`config.mk`:
```
export PLATFORM = sky130hd
export DESIGN_NAME = crc_generate_and_check_core
export DESIGN_NICKNAME = d
export VERILOG_FILES = /design/src/hw/rtl/crc_gc_pkg.sv /design/src/hw/rtl/crc_generate_and_check_core.sv
export VERILOG_INCLUDE_DIRS = /design/src /design/src/hw/rtl
export SDC_FILE = /design/constraint.sdc
export NUM_CORES = 1
export LEC_CHECK = 0
export BUFFER_PORTS_ARGS = -buffer_cell sky130_fd_sc_hd__buf_2
export CORE_MARGIN = 5
export CORE_UTILIZATION = 40
export CTS_BUF_LIST = sky130_fd_sc_hd__clkbuf_4 sky130_fd_sc_hd__clkbuf_8
export CTS_CLUSTER_DIAMETER = 200
export DETAILED_ROUTE_END_ITERATION = 10
export HOLD_SLACK_MARGIN = 0.03
export PLACE_DENSITY = 0.64
export REMOVE_ABC_BUFFERS = 1
export SLEW_MARGIN = 20
export SYNTH_ARGS = -nofsm -noshare
export SYNTH_HDL_FRONTEND = slang
export SYNTH_SLANG_ARGS = --single-unit
```
`constraint.sdc`:
```
create_clock -name clk -period 6.2 [get_ports clk]
set_input_delay 0.62 -clock clk [delete_from_list [all_inputs] [get_ports clk]]
set_output_delay 0.62 -clock clk [all_outputs]
set_load 0.005 [all_outputs]
```
`src/hw/rtl/crc_generate_and_check_core_defines.svh`:
```
// assertion macros for the crc generate and check core
// expects clk and arst_n in the scope of the module that uses them
`ifndef CRC_GENERATE_AND_CHECK_CORE_DEFINES_SVH
`define CRC_GENERATE_AND_CHECK_CORE_DEFINES_SVH

// same-cycle implication, checked out of reset
`define CRC_GC_ASSERT_NOW(lbl, ante, cons, msg) \
	lbl: assert property (@(posedge clk) disable iff (!arst_n) (ante) |-> (cons)) \
		else $error(msg);

// next-cycle implication, checked out of reset
`define CRC_GC_ASSERT_NEXT(lbl, ante, cons, msg) \
	lbl: assert property (@(posedge clk) disable iff (!arst_n) (ante) |=> (cons)) \
		else $error(msg);

`endif

```
`src/hw/rtl/crc_gc_pkg.sv`:
```
// shared types and constants for the crc generate and check core
// no dependencies
`default_nettype none

package crc_gc_pkg;

	localparam int CfgIdxW   = 2;
	localparam int CfgDataW  = 32;
	localparam int InfoLenW  = 16;
	localparam int CrcWidthW = 6;
	localparam int GenW      = 32;
	localparam int BitPosW   = 17;

	// configuration register map
	typedef enum logic [CfgIdxW-1:0] {
		REG_MODE      = 2'd0,
		REG_INFO_LEN  = 2'd1,
		REG_CRC_WIDTH = 2'd2,
		REG_GENERATOR = 2'd3
	} cfg_reg_t;

	// operating modes
	localparam logic MODE_GENERATE = 1'b0;
	localparam logic MODE_CHECK    = 1'b1;

	// register reset values
	localparam logic [InfoLenW-1:0]  InfoLenRst  = 16'd64;
	localparam logic [CrcWidthW-1:0] CrcWidthRst = 6'd16;
	localparam logic [GenW-1:0]      GenRst      = 32'h0000_1021;

endpackage

`default_nettype wire

```
`src/hw/rtl/crc_generate_and_check_core.sv`:
```
// crc generate and check core: bit-serial crc with programmable polynomial
// depends on crc_gc_pkg and crc_generate_and_check_core_defines.svh
`default_nettype none

// One frame bit is taken per data transfer, msb first, and the remainder
// register (zero start, no reflection, no final xor) is updated in the same
// cycle, so a new bit is accepted every cycle while the data side is not
// stalled. In generate mode every information bit comes back as one result;
// after the last one the crc_width remainder bits follow as results, msb
// first, the final one marked last. While those crc bits drain from the
// shift register the data side is stalled; a generate frame of K information
// bits and W crc bits gives K + W results. In check mode the received crc
// bits give no result except a single verdict with the last of them. Results
// sit in one output register: a stall on the result side holds the data side
// only while that register is full.
// Any configuration write restarts the frame; write only when idle.
module crc_generate_and_check_core #(
	parameter int MAX_CRC_WIDTH = 32
) (
	input  wire logic                            clk,
	input  wire logic                            arst_n,
	// configuration write port
	input  wire logic                            cfg_write,
	input  wire logic [crc_gc_pkg::CfgIdxW-1:0]  cfg_index,
	input  wire logic [crc_gc_pkg::CfgDataW-1:0] cfg_data,
	// frame bit input
	input  wire logic                            data_valid,
	output      logic                            data_stall,
	input  wire logic                            data_bit,
	// result output
	output      logic                            result_valid,
	input  wire logic                            result_stall,
	output      logic                            out_bit,
	output      logic                            is_crc_bit,
	output      logic                            is_verdict,
	output      logic                            crc_ok,
	output      logic                            last
);

	`include "crc_generate_and_check_core_defines.svh"

	localparam int MaxW = MAX_CRC_WIDTH;
	localparam int WW   = $clog2(MAX_CRC_WIDTH + 1);
	localparam int PW   = crc_gc_pkg::BitPosW;

	localparam logic [crc_gc_pkg::CrcWidthW:0] MaxWCmp =
		(crc_gc_pkg::CrcWidthW+1)'(MAX_CRC_WIDTH);
	localparam logic [WW-1:0] MaxWw = WW'(MAX_CRC_WIDTH);

	// configuration registers
	logic                               mode_q;
	logic [crc_gc_pkg::InfoLenW-1:0]    info_len_q;
	logic [crc_gc_pkg::CrcWidthW-1:0]   crc_width_q;
	logic [crc_gc_pkg::GenW-1:0]        gen_q;

	// frame state
	logic [MaxW-1:0] rem_q;
	logic [PW-1:0]   bit_pos_q;
	logic            mismatch_q;

	// crc drain after the last information bit in generate mode
	logic            crc_pend_q;
	logic [WW-1:0]   crc_cnt_q;
	logic [MaxW-1:0] crc_sr_q;

	// output register
	logic result_valid_q;
	logic out_bit_q, is_crc_q, is_verdict_q, crc_ok_q, last_q;

	// effective widths and derived values
	logic [WW-1:0]                   w_eff;
	logic [WW-1:0]                   w_m1;
	logic [crc_gc_pkg::InfoLenW-1:0] k_eff;
	logic [PW-1:0]                   k_ext;
	logic [PW-1:0]                   w_ext;
	logic [MaxW-1:0]                 w_mask;
	logic [MaxW-1:0]                 gen_m;
	logic [MaxW-1:0]                 rem_top_sh;
	logic                            fb;
	logic [MaxW-1:0]                 rem_shl;
	logic [MaxW-1:0]                 rem_info;
	logic [PW-1:0]                   pos_inc;
	logic                            in_info;
	logic                            info_done;
	logic                            past_end;
	logic [PW-1:0]                   crc_i;
	logic [PW-1:0]                   exp_idx;
	logic [MaxW-1:0]                 rem_exp_sh;
	logic                            bit_differs;
	logic                            final_crc;
	logic [MaxW-1:0]                 crc_aligned;

	logic accept;
	logic out_load;
	logic res_produce;
	logic res_bit, res_crc, res_ver, res_ok, res_last;

	// handshake: hold off new bits while crc bits drain or the result is stuck
	assign data_stall = crc_pend_q || (result_valid_q && result_stall);
	assign accept     = data_valid && !data_stall;
	assign out_load   = !result_valid_q || !result_stall;

	// zero width reads as one, widths above the maximum saturate
	always_comb begin
		if (crc_width_q == '0) begin
			w_eff = WW'(1);
		end else if ({1'b0, crc_width_q} > MaxWCmp) begin
			w_eff = MaxWw;
		end else begin
			w_eff = WW'(crc_width_q);
		end
	end

	assign w_m1   = w_eff - WW'(1);
	assign k_eff  = (info_len_q == '0) ? crc_gc_pkg::InfoLenW'(1) : info_len_q;
	assign k_ext  = PW'(k_eff);
	assign w_ext  = PW'(w_eff);
	assign w_mask = ~({MaxW{1'b1}} << w_eff);
	assign gen_m  = MaxW'(gen_q) & w_mask;

	// lfsr step: shift left, fold in the generator when input and top bit differ
	assign rem_top_sh = rem_q >> w_m1;
	assign fb         = data_bit ^ rem_top_sh[0];
	assign rem_shl    = (rem_q << 1) & w_mask;
	assign rem_info   = fb ? (rem_shl ^ gen_m) : rem_shl;

	assign pos_inc   = bit_pos_q + PW'(1);
	assign in_info   = bit_pos_q < k_ext;
	assign info_done = pos_inc == k_ext;
	assign past_end  = bit_pos_q >= (k_ext + w_ext);

	// received crc bit i is compared with remainder bit w-1-i
	assign crc_i       = bit_pos_q - k_ext;
	assign exp_idx     = w_ext - PW'(1) - crc_i;
	assign rem_exp_sh  = rem_q >> exp_idx;
	assign bit_differs = rem_exp_sh[0] != data_bit;
	assign final_crc   = crc_i == (w_ext - PW'(1));

	// remainder left-aligned so the drain always takes the msb
	assign crc_aligned = rem_info << (MaxWw - w_eff);

	// next result
	always_comb begin
		res_produce = 1'b0;
		res_bit     = 1'b0;
		res_crc     = 1'b0;
		res_ver     = 1'b0;
		res_ok      = 1'b0;
		res_last    = 1'b0;
		if (crc_pend_q) begin
			res_produce = 1'b1;
			res_bit     = crc_sr_q[MaxW-1];
			res_crc     = 1'b1;
			res_last    = crc_cnt_q == WW'(1);
		end else if (accept) begin
			if (in_info) begin
				res_produce = 1'b1;
				res_bit     = data_bit;
			end else if (mode_q == crc_gc_pkg::MODE_CHECK && !past_end && final_crc) begin
				res_produce = 1'b1;
				res_ver     = 1'b1;
				res_ok      = !(mismatch_q || bit_differs);
				res_last    = 1'b1;
			end
		end
	end

	// configuration and frame state
	always_ff @(posedge clk or negedge arst_n) begin
		if (!arst_n) begin
			mode_q      <= crc_gc_pkg::MODE_GENERATE;
			info_len_q  <= crc_gc_pkg::InfoLenRst;
			crc_width_q <= crc_gc_pkg::CrcWidthRst;
			gen_q       <= crc_gc_pkg::GenRst;
			rem_q       <= '0;
			bit_pos_q   <= '0;
			mismatch_q  <= 1'b0;
			crc_pend_q  <= 1'b0;
			crc_cnt_q   <= '0;
		end else if (cfg_write) begin
			unique case (crc_gc_pkg::cfg_reg_t'(cfg_index))
				crc_gc_pkg::REG_MODE:      mode_q      <= cfg_data[0];
				crc_gc_pkg::REG_INFO_LEN:  info_len_q  <= cfg_data[crc_gc_pkg::InfoLenW-1:0];
				crc_gc_pkg::REG_CRC_WIDTH: crc_width_q <= cfg_data[crc_gc_pkg::CrcWidthW-1:0];
				crc_gc_pkg::REG_GENERATOR: gen_q       <= cfg_data[crc_gc_pkg::GenW-1:0];
				default: ;
			endcase
			// any write aborts the frame
			rem_q      <= '0;
			bit_pos_q  <= '0;
			mismatch_q <= 1'b0;
		end else begin
			if (crc_pend_q && out_load) begin
				crc_cnt_q <= crc_cnt_q - WW'(1);
				if (crc_cnt_q == WW'(1)) begin
					crc_pend_q <= 1'b0;
				end
			end
			if (accept) begin
				if (in_info) begin
					if (mode_q == crc_gc_pkg::MODE_GENERATE && info_done) begin
						// frame ends here, crc bits drain from the shift register
						rem_q      <= '0;
						bit_pos_q  <= '0;
						mismatch_q <= 1'b0;
						crc_pend_q <= 1'b1;
						crc_cnt_q  <= w_eff;
					end else begin
						rem_q     <= rem_info;
						bit_pos_q <= pos_inc;
					end
				end else if (mode_q == crc_gc_pkg::MODE_GENERATE || past_end) begin
					// position beyond the frame: start over
					rem_q      <= '0;
					bit_pos_q  <= '0;
					mismatch_q <= 1'b0;
				end else if (final_crc) begin
					rem_q      <= '0;
					bit_pos_q  <= '0;
					mismatch_q <= 1'b0;
				end else begin
					bit_pos_q  <= pos_inc;
					mismatch_q <= mismatch_q || bit_differs;
				end
			end
		end
	end

	// crc drain shift register
	always_ff @(posedge clk) begin
		if (accept && in_info && mode_q == crc_gc_pkg::MODE_GENERATE && info_done) begin
			crc_sr_q <= crc_aligned;
		end else if (crc_pend_q && out_load) begin
			crc_sr_q <= crc_sr_q << 1;
		end
	end

	// output register control
	always_ff @(posedge clk or negedge arst_n) begin
		if (!arst_n) begin
			result_valid_q <= 1'b0;
		end else if (out_load) begin
			result_valid_q <= res_produce;
		end
	end

	// output register payload
	always_ff @(posedge clk) begin
		if (out_load && res_produce) begin
			out_bit_q    <= res_bit;
			is_crc_q     <= res_crc;
			is_verdict_q <= res_ver;
			crc_ok_q     <= res_ok;
			last_q       <= res_last;
		end
	end

	assign result_valid = result_valid_q;
	assign out_bit      = out_bit_q;
	assign is_crc_bit   = is_crc_q;
	assign is_verdict   = is_verdict_q;
	assign crc_ok       = crc_ok_q;
	assign last         = last_q;

	// checks
	`CRC_GC_ASSERT_NOW(a_drain_stalls_input, crc_pend_q, data_stall, "input taken during crc drain")
	`CRC_GC_ASSERT_NOW(a_drain_count_live, crc_pend_q, crc_cnt_q != '0, "crc drain with zero count")
	`CRC_GC_ASSERT_NOW(a_verdict_shape, result_valid_q && is_verdict_q, last_q && !is_crc_q && !out_bit_q, "malformed verdict result")
	`CRC_GC_ASSERT_NEXT(a_last_crc_ends_drain, crc_pend_q && out_load && crc_cnt_q == WW'(1), !crc_pend_q && result_valid_q && last_q, "crc drain did not end on last bit")

endmodule

`default_nettype wire

```
=== Yosys cells after proc, flatten, opt, wreduce, memory -nomap -nowiden ===
Index checks and enable logic that the tools add are counted.

* Register bits: 150
* Latch bits: 0
* Bits in writable memories: 0
* ROM bits: 0
* Bits of input ports: 40
* Output and inout bits: 7
* Word-level logic and storage cells: 123
* Memories: 0

* Add/sub/neg operators: 8
* Multipliers: 0
* Div/mod/pow operators: 0
* $lt $le $gt $ge: 3
* Equal/unequal tests: 8
* Shift-type cells: 4
* Muxes and demuxes: 44
* Bitwise gates (word level): 8
* Reductions and logical operators: 32

{| class="wikitable"
|+ Operators by type and width
! kind !! number
|-
| 2-to-1 mux 32 bit || 9
|-
| 2-to-1 mux 17 bit || 6
|-
| bitwise AND 32 bit || 2
|-
| 2-to-1 mux 6 bit || 6
|-
| inverter 32 bit || 1
|-
| left shift 32 x 6 -> 32 bit || 1
|-
| left shift 32 x 6 -> 32 bit (first input constant) || 1
|-
| right shift 32 x 17 -> 1 bit || 1
|-
| right shift 32 x 6 -> 1 bit || 1
|-
| bitwise XOR 32 bit || 1
|-
| 2-to-1 mux 1 bit || 22
|-
| adder 16 x 6 -> 17 bit || 1
|-
| adder 17 x 1 -> 17 bit (second input constant) || 1
|-
| equality test 17 x 16 -> 1 bit || 1
|-
| equality test 17 bit || 1
|-
| greater-or-equal comparator 17 bit || 1
|-
| < comparator 17 x 16 -> 1 bit || 1
|-
| subtractor 17 x 16 -> 17 bit || 1
|-
| subtractor 17 bit || 1
|-
| zero test 16 bit || 1
|-
| 2-to-1 mux 16 bit || 1
|-
| AND reduction 2 bit || 6
|-
| subtractor 6 x 1 -> 6 bit (second input constant) || 2
|-
| logical AND 1 bit || 10
|-
| 17 further kinds || 28
|}

=== Logic depth before layout (Yosys ltp) ===
* Depth after elaboration: 13
* Gate-level depth with buffers: 30
* Mapped depth without buffers: 24

=== Worst setup path before layout ===
Ideal clock, no wire load.

* Path kind: reg-to-reg
* From: register crc_width_q[3] (netlist bit)
* To: register crc_sr_q[28], data pin
* Setup time: 259 ps
* Arrival: 5791 ps
* Setup slack: 150 ps
* Stages on the path, launching flop included: 26
* Path buffers: 8
* Period minus slack after synthesis: 6050 ps
* Path through: dfrtp_1 clkbuf_1 nor4_1 nor2_1 nor2_1 inv_1 clkbuf_1 clkbuf_1 clkbuf_1 clkbuf_1 ha_1 buf_4 or3b_1 a221oi_4 nand2_1 or4_4 nand2_2 buf_6 buf_6 a2111o_1 nand3_1 a221o_1 mux4_2 nand2_1 a21oi_1 a211o_1

* Cells in the longest elaborated chain, start to end: 10

{| class="wikitable"
|+ Ends and longest elaborated chain
! element !! RTL line !! RTL
|-
| start: declaration || crc_generate_and_check_core.sv:53 || <nowiki>logic [crc_gc_pkg::CrcWidthW-1:0] crc_width_q;</nowiki>
|-
| start signal: assignment || crc_generate_and_check_core.sv:173 || <nowiki>crc_width_q <= crc_gc_pkg::CrcWidthRst;</nowiki>
|-
| start signal: assignment || crc_generate_and_check_core.sv:184 || <nowiki>crc_gc_pkg::REG_CRC_WIDTH: crc_width_q <= cfg_data[crc_gc_pkg::CrcWidthW-1:0];</nowiki>
|-
| greater-than comparator 6 bit || crc_generate_and_check_core.sv:107 || <nowiki>end else if ({1'b0, crc_width_q} > MaxWCmp) begin</nowiki>
|-
| 2-to-1 mux 6 bit || crc_generate_and_check_core.sv:107 ||
|-
| 2-to-1 mux 6 bit * || crc_generate_and_check_core.sv:105 || <nowiki>if (crc_width_q == '0) begin</nowiki>
|-
| parallel branches: the longest is 5 deep, another holds subtractor 6 x 1 -> 6 bit || n/a ||
|-
| left shift 32 x 6 -> 32 bit * || crc_generate_and_check_core.sv:140 || <nowiki>assign crc_aligned = rem_info << (MaxWw - w_eff);</nowiki>
|-
| 2-to-1 mux 32 bit * || crc_generate_and_check_core.sv:231 || <nowiki>if (accept && in_info && mode_q == crc_gc_pkg::MODE_GENERATE && info_done) begin</nowiki>
|-
| end signal: assignment || crc_generate_and_check_core.sv:232 || <nowiki>crc_sr_q <= crc_aligned;</nowiki>
|-
| end signal: assignment || crc_generate_and_check_core.sv:234 || <nowiki>crc_sr_q <= crc_sr_q << 1;</nowiki>
|-
| end: declaration || crc_generate_and_check_core.sv:64 || <nowiki>logic [MaxW-1:0] crc_sr_q;</nowiki>
|}

Every way passes the cells marked *.
A chain may end at the register's enable or synchronous reset.

=== Worst setup path after layout ===
* From: register crc_width_q[3] (netlist bit)
* To: register crc_sr_q[24], data pin

Same word-level chain as after synthesis.

==> results by stage <==
Outcome:
- The flow ran to the end, and the final reports show no timing, DRC or antenna violations.

Synthesis:
- The library cell occupying the most area in the post-synthesis netlist is sky130_fd_sc_hd__dfrtp_1.
- Yosys attributes the largest share of cell area to sky130_fd_sc_hd__dfrtp_1, sky130_fd_sc_hd__edfxtp_1, sky130_fd_sc_hd__mux2_2.
- The flip-flop and latch count after synthesis is 150.
- The proportion of synthesized chip area in sequential cells is between 20% and 30%.
- The number of cells produced by synthesis is around 1700.
- The top cell type by area accounts for between 10% and 20% of the synthesized area.
- The dominant register cell in the synthesized netlist is sky130_fd_sc_hd__dfrtp_1.
- Counting distinct cell types in the post-synthesis netlist gives roughly 100.
- The fraction of registers with async set or reset after synthesis is ~75%.
- The mapped netlist covers 0.0146 mm2.
- The number of enable-type register cells in the synthesized netlist is 37.
- The number of warnings printed during yosys synthesis is 0.
- The average cell area after synthesis is about 8.7 um2.

Min path:
- The worst min-delay path category is in -> async.

Route:
- The number of nets still failing antenna checks after routing is 0.
- The first TritonRoute pass finished after 6 iterations.
- The number of DRC violations after detailed-routing iteration 0 is ~2000.
- The per-cell via count in the routed design is around 6.6.
- The residual DRC count is 0.
- The routed layout has 14195 vias.
- In the final routed layout, each cell accounts on average for ~23 um.
- The wire length after detailed routing is between 50000 and 60000 um.

Die:
- The die outline area is 0.0404 mm2.
- In this run the standard cell core region covers ~0.036 mm2.
- The initial utilization of the core area, before any placement, comes to about two fifths.
- The die is between 200 and 250 um wide.
- The chip height is 201 um.
- The count of pins on the block boundary is 47.
- The number of rows in the core area is 70.

Setup path:
- The element type at the critical path start is a register.
- The worst setup path is of the reg -> reg kind.
- The required time of the worst setup path is ~6500 ps.
- Of all nets on the critical path, the largest fanout is 15.
- For the worst setup path, the data arrival time is roughly 6300 ps.
- The worst-case register-to-register setup slack is 270 ps.
- The worst setup path is captured at a register.

Cells and area:
- The total of fill cells in the finished design is 3617.
- The count of nets after finishing is about 1800.
- The antenna diode count is 0.
- The fraction of final layout cells sized beyond drive strength 1 is 16.9%.
- At the end of the flow the core is filled with cells to around 43%.
- Compared with the post-synthesis result, the final layout area differs by 7.75%.
- The post-layout instance area is approximately 0.016 mm2.

Power and ir drop:
- The static leakage power is approximately 6.4 nW.
- The power per cell area is between 400 and 500 mW/mm2.
- IR analysis of the VDD net gives a maximum drop of between 0.00015 and 0.0002 V.

STA:
- The timing-limited maximum frequency is roughly 170 MHz.
- The hold violation count in the final report was 0.
- The relative max-transition margin is 28.6%.
- The setup-violating endpoint count in the final report is 0.
- The clock period could shrink to just under 6000 ps.
- The final-report max-slew violation count is 0.
- After layout, the worst path uses about 96% of the clock period.
- For the pin with the worst max-slew slack, the measured transition is 1060 ps.
- Setup repair after global routing left no endpoint under its margin.
- Between clock sinks in the finished design, the worst skew comes to 27.0 ps.

CTS:
- In this run the deepest clock path goes through 2 buffers.
- Clock-pin slew was measured on the worst setup and hold paths at approximately 110 ps.
- TritonCTS built the clock tree.
- The number of clock sinks is 150.
- The number of setup buffers added after CTS is 0.
- The library cell used as clock root buffer is sky130_fd_sc_hd__clkbuf_8.
- The H-tree depth reported by CTS is 4.
- Clock latency on the worst-skew pair, taken at its later pin, is 520 ps.
- The total CTS buffers is 17.

Placement:
- Summing all placed instances gives a cell area of between 0.015 and 0.02 mm2.
- Once detailed placement completed, the half-perimeter wirelength came to between 30000 and 40000 um.
- The count of buffers added on input and output ports is between 40 and 50.
- The placer's final routability congestion estimate is 0.979.

GRT:
- The wire length of the first global-routing pass is around 80000 um.
- The initial antenna violation count was 0.
- Global routing used about 24% of the available tracks.
- The number of global-route vias before repair is between 10000 and 15000.
- After global routing the overflow that remains totals 0.
- The maximum number of pins on one net before global-route repair is 64.

Run:
- The max-capacitance violation count is 0.
## state kept, by name, summed over array words and instances (netlist names), 6 cells and up
name	count
crc_width_q	6
info_len_q	16
gen_q	32
bit_pos_q	17
rem_q	32
crc_sr_q	32
crc_cnt_q	6
## synthesized netlist by cell type, drive strengths merged (32+ instances only)
cell type,count
inv,77
nor3,47
dfrtp,108
ha,63
nand2,152
xnor2,61
nor2,106
mux2i,50
edfxtp,37
buf,40
o21ai,91
clkbuf,78
nand3,75
a21oi,77
a211oi,32
mux2,88
## area by class of cell
class | instances | area (um2) | area share (%)
Sequential cell | 150 | 3950 | 25.1
Inverter | 79 | 297 | 1.89
Timing Repair Buffer | 96 | 608 | 3.87
Tap cell | 468 | 586 | 3.73
Clock buffer | 17 | 234 | 1.49
Multi-Input combinational cell | 1337 | 9840 | 62.6
Clock inverter | 15 | 200 | 1.27
## final timing paths
| kind | startpoint | depth (start not counted) | endpoint |
|---|---|---|---|
| min | arst_n | 1 | bit_pos_q[13]$_DFFE_PN0P_ |
| min reg2reg | gen_q[28]$_DFFE_PN0P_ | 1 | gen_q[28]$_DFFE_PN0P_ |
| max reg2reg | crc_width_q[3]$_DFFE_PN0P_ | 18 | crc_sr_q[24]$_DFFE_PP_ |
| min in group clk | cfg_data[20] | 2 | gen_q[20]$_DFFE_PN0P_ |
| max in group asynchronous | arst_n | 2 | gen_q[24]$_DFFE_PN0P_ |
| max | crc_width_q[3]$_DFFE_PN0P_ | 18 | crc_sr_q[24]$_DFFE_PP_ |
## worst max-delay path, stage by stage, from the launching register on
cell                        delay (ps)
sky130_fd_sc_hd__dfrtp_1           390
sky130_fd_sc_hd__nor4_1            320
sky130_fd_sc_hd__nor2_1            130
sky130_fd_sc_hd__nor2_2            180
sky130_fd_sc_hd__ha_1              600
sky130_fd_sc_hd__buf_4             280
sky130_fd_sc_hd__mux2i_1           270
sky130_fd_sc_hd__a21oi_1           110
sky130_fd_sc_hd__o2111a_1          290
sky130_fd_sc_hd__or4_4             510
sky130_fd_sc_hd__nand2_2           350
sky130_fd_sc_hd__buf_4             270
sky130_fd_sc_hd__o211ai_1          120
sky130_fd_sc_hd__a2111oi_0         660
sky130_fd_sc_hd__a221oi_1          220
sky130_fd_sc_hd__a22o_1            240
sky130_fd_sc_hd__a211oi_1          420
sky130_fd_sc_hd__a22oi_1           190
sky130_fd_sc_hd__o21ai_0           230
## layer usage
layer	track usage, %	vias to the layer above	part of all wire [%]
met1	33.0	6886	42
li1	-	6355	-
met2	38.5	800	45
met3	4.10	154	8.4
met5	0	-	0
met4	10.9	0	4.6
## cells in the final DEF (no fill, tap or decap), types with 29 or more instances in the layout
| master | instances |
|---|---|
| sky130_fd_sc_hd__xnor2_1 | 61 |
| sky130_fd_sc_hd__nor3_1 | 45 |
| sky130_fd_sc_hd__mux2_2 | 88 |
| sky130_fd_sc_hd__dfrtp_1 | 108 |
| sky130_fd_sc_hd__nand2_1 | 151 |
| sky130_fd_sc_hd__mux2i_1 | 48 |
| sky130_fd_sc_hd__nor2_1 | 104 |
| sky130_fd_sc_hd__buf_4 | 51 |
| sky130_fd_sc_hd__and3_1 | 29 |
| sky130_fd_sc_hd__buf_2 | 45 |
| sky130_fd_sc_hd__ha_1 | 63 |
| sky130_fd_sc_hd__nand3_1 | 72 |
| sky130_fd_sc_hd__inv_1 | 76 |
| sky130_fd_sc_hd__o21ai_0 | 79 |
| sky130_fd_sc_hd__edfxtp_1 | 37 |
| sky130_fd_sc_hd__a21oi_1 | 75 |
## metrics by stage
stage / setup TNS, ps / hold slack (ps) / setup WS, ps / std cells / total power [mW]
after floorplan: -104920 / 324 / -1970 / 1566 / 4.22
after global placement: 0 / 489 / 475 / 2130 / 5.46
after detailed placement: 0 / 496 / 486 / 2130 / 5.51
after CTS: 0 / 153 / 456 / 2162 / 6.45
after global routing: 0 / 194 / 41.7 / 2162 / 6.93
final: 0 / 151 / 272 / 2162 / 6.57
## cell families after synthesis
kind of cell	share of synthesized area [%]
adders and majority gates	5.82
AOI/OAI and AO/OA	23.3
muxes	13.5
and+or+nand+nor	20.1
other	0.0257
DFF	27.1
buffers and inverters	5.67
xor gates and xnor gates	4.45
## timing repair
item	CTS	global route
resized for setup	0	2
hold buffers	0	0
setup endpoints to repair	0	5
## power breakdown
part,internal (mW),switching [mW],leakage (nW)
Combinational,1.56,2.54,4.37
Clock,0.416,0.494,0.222
Sequential,1.25,0.308,1.77
No activity file was read; power rests on OpenSTA's default activity.
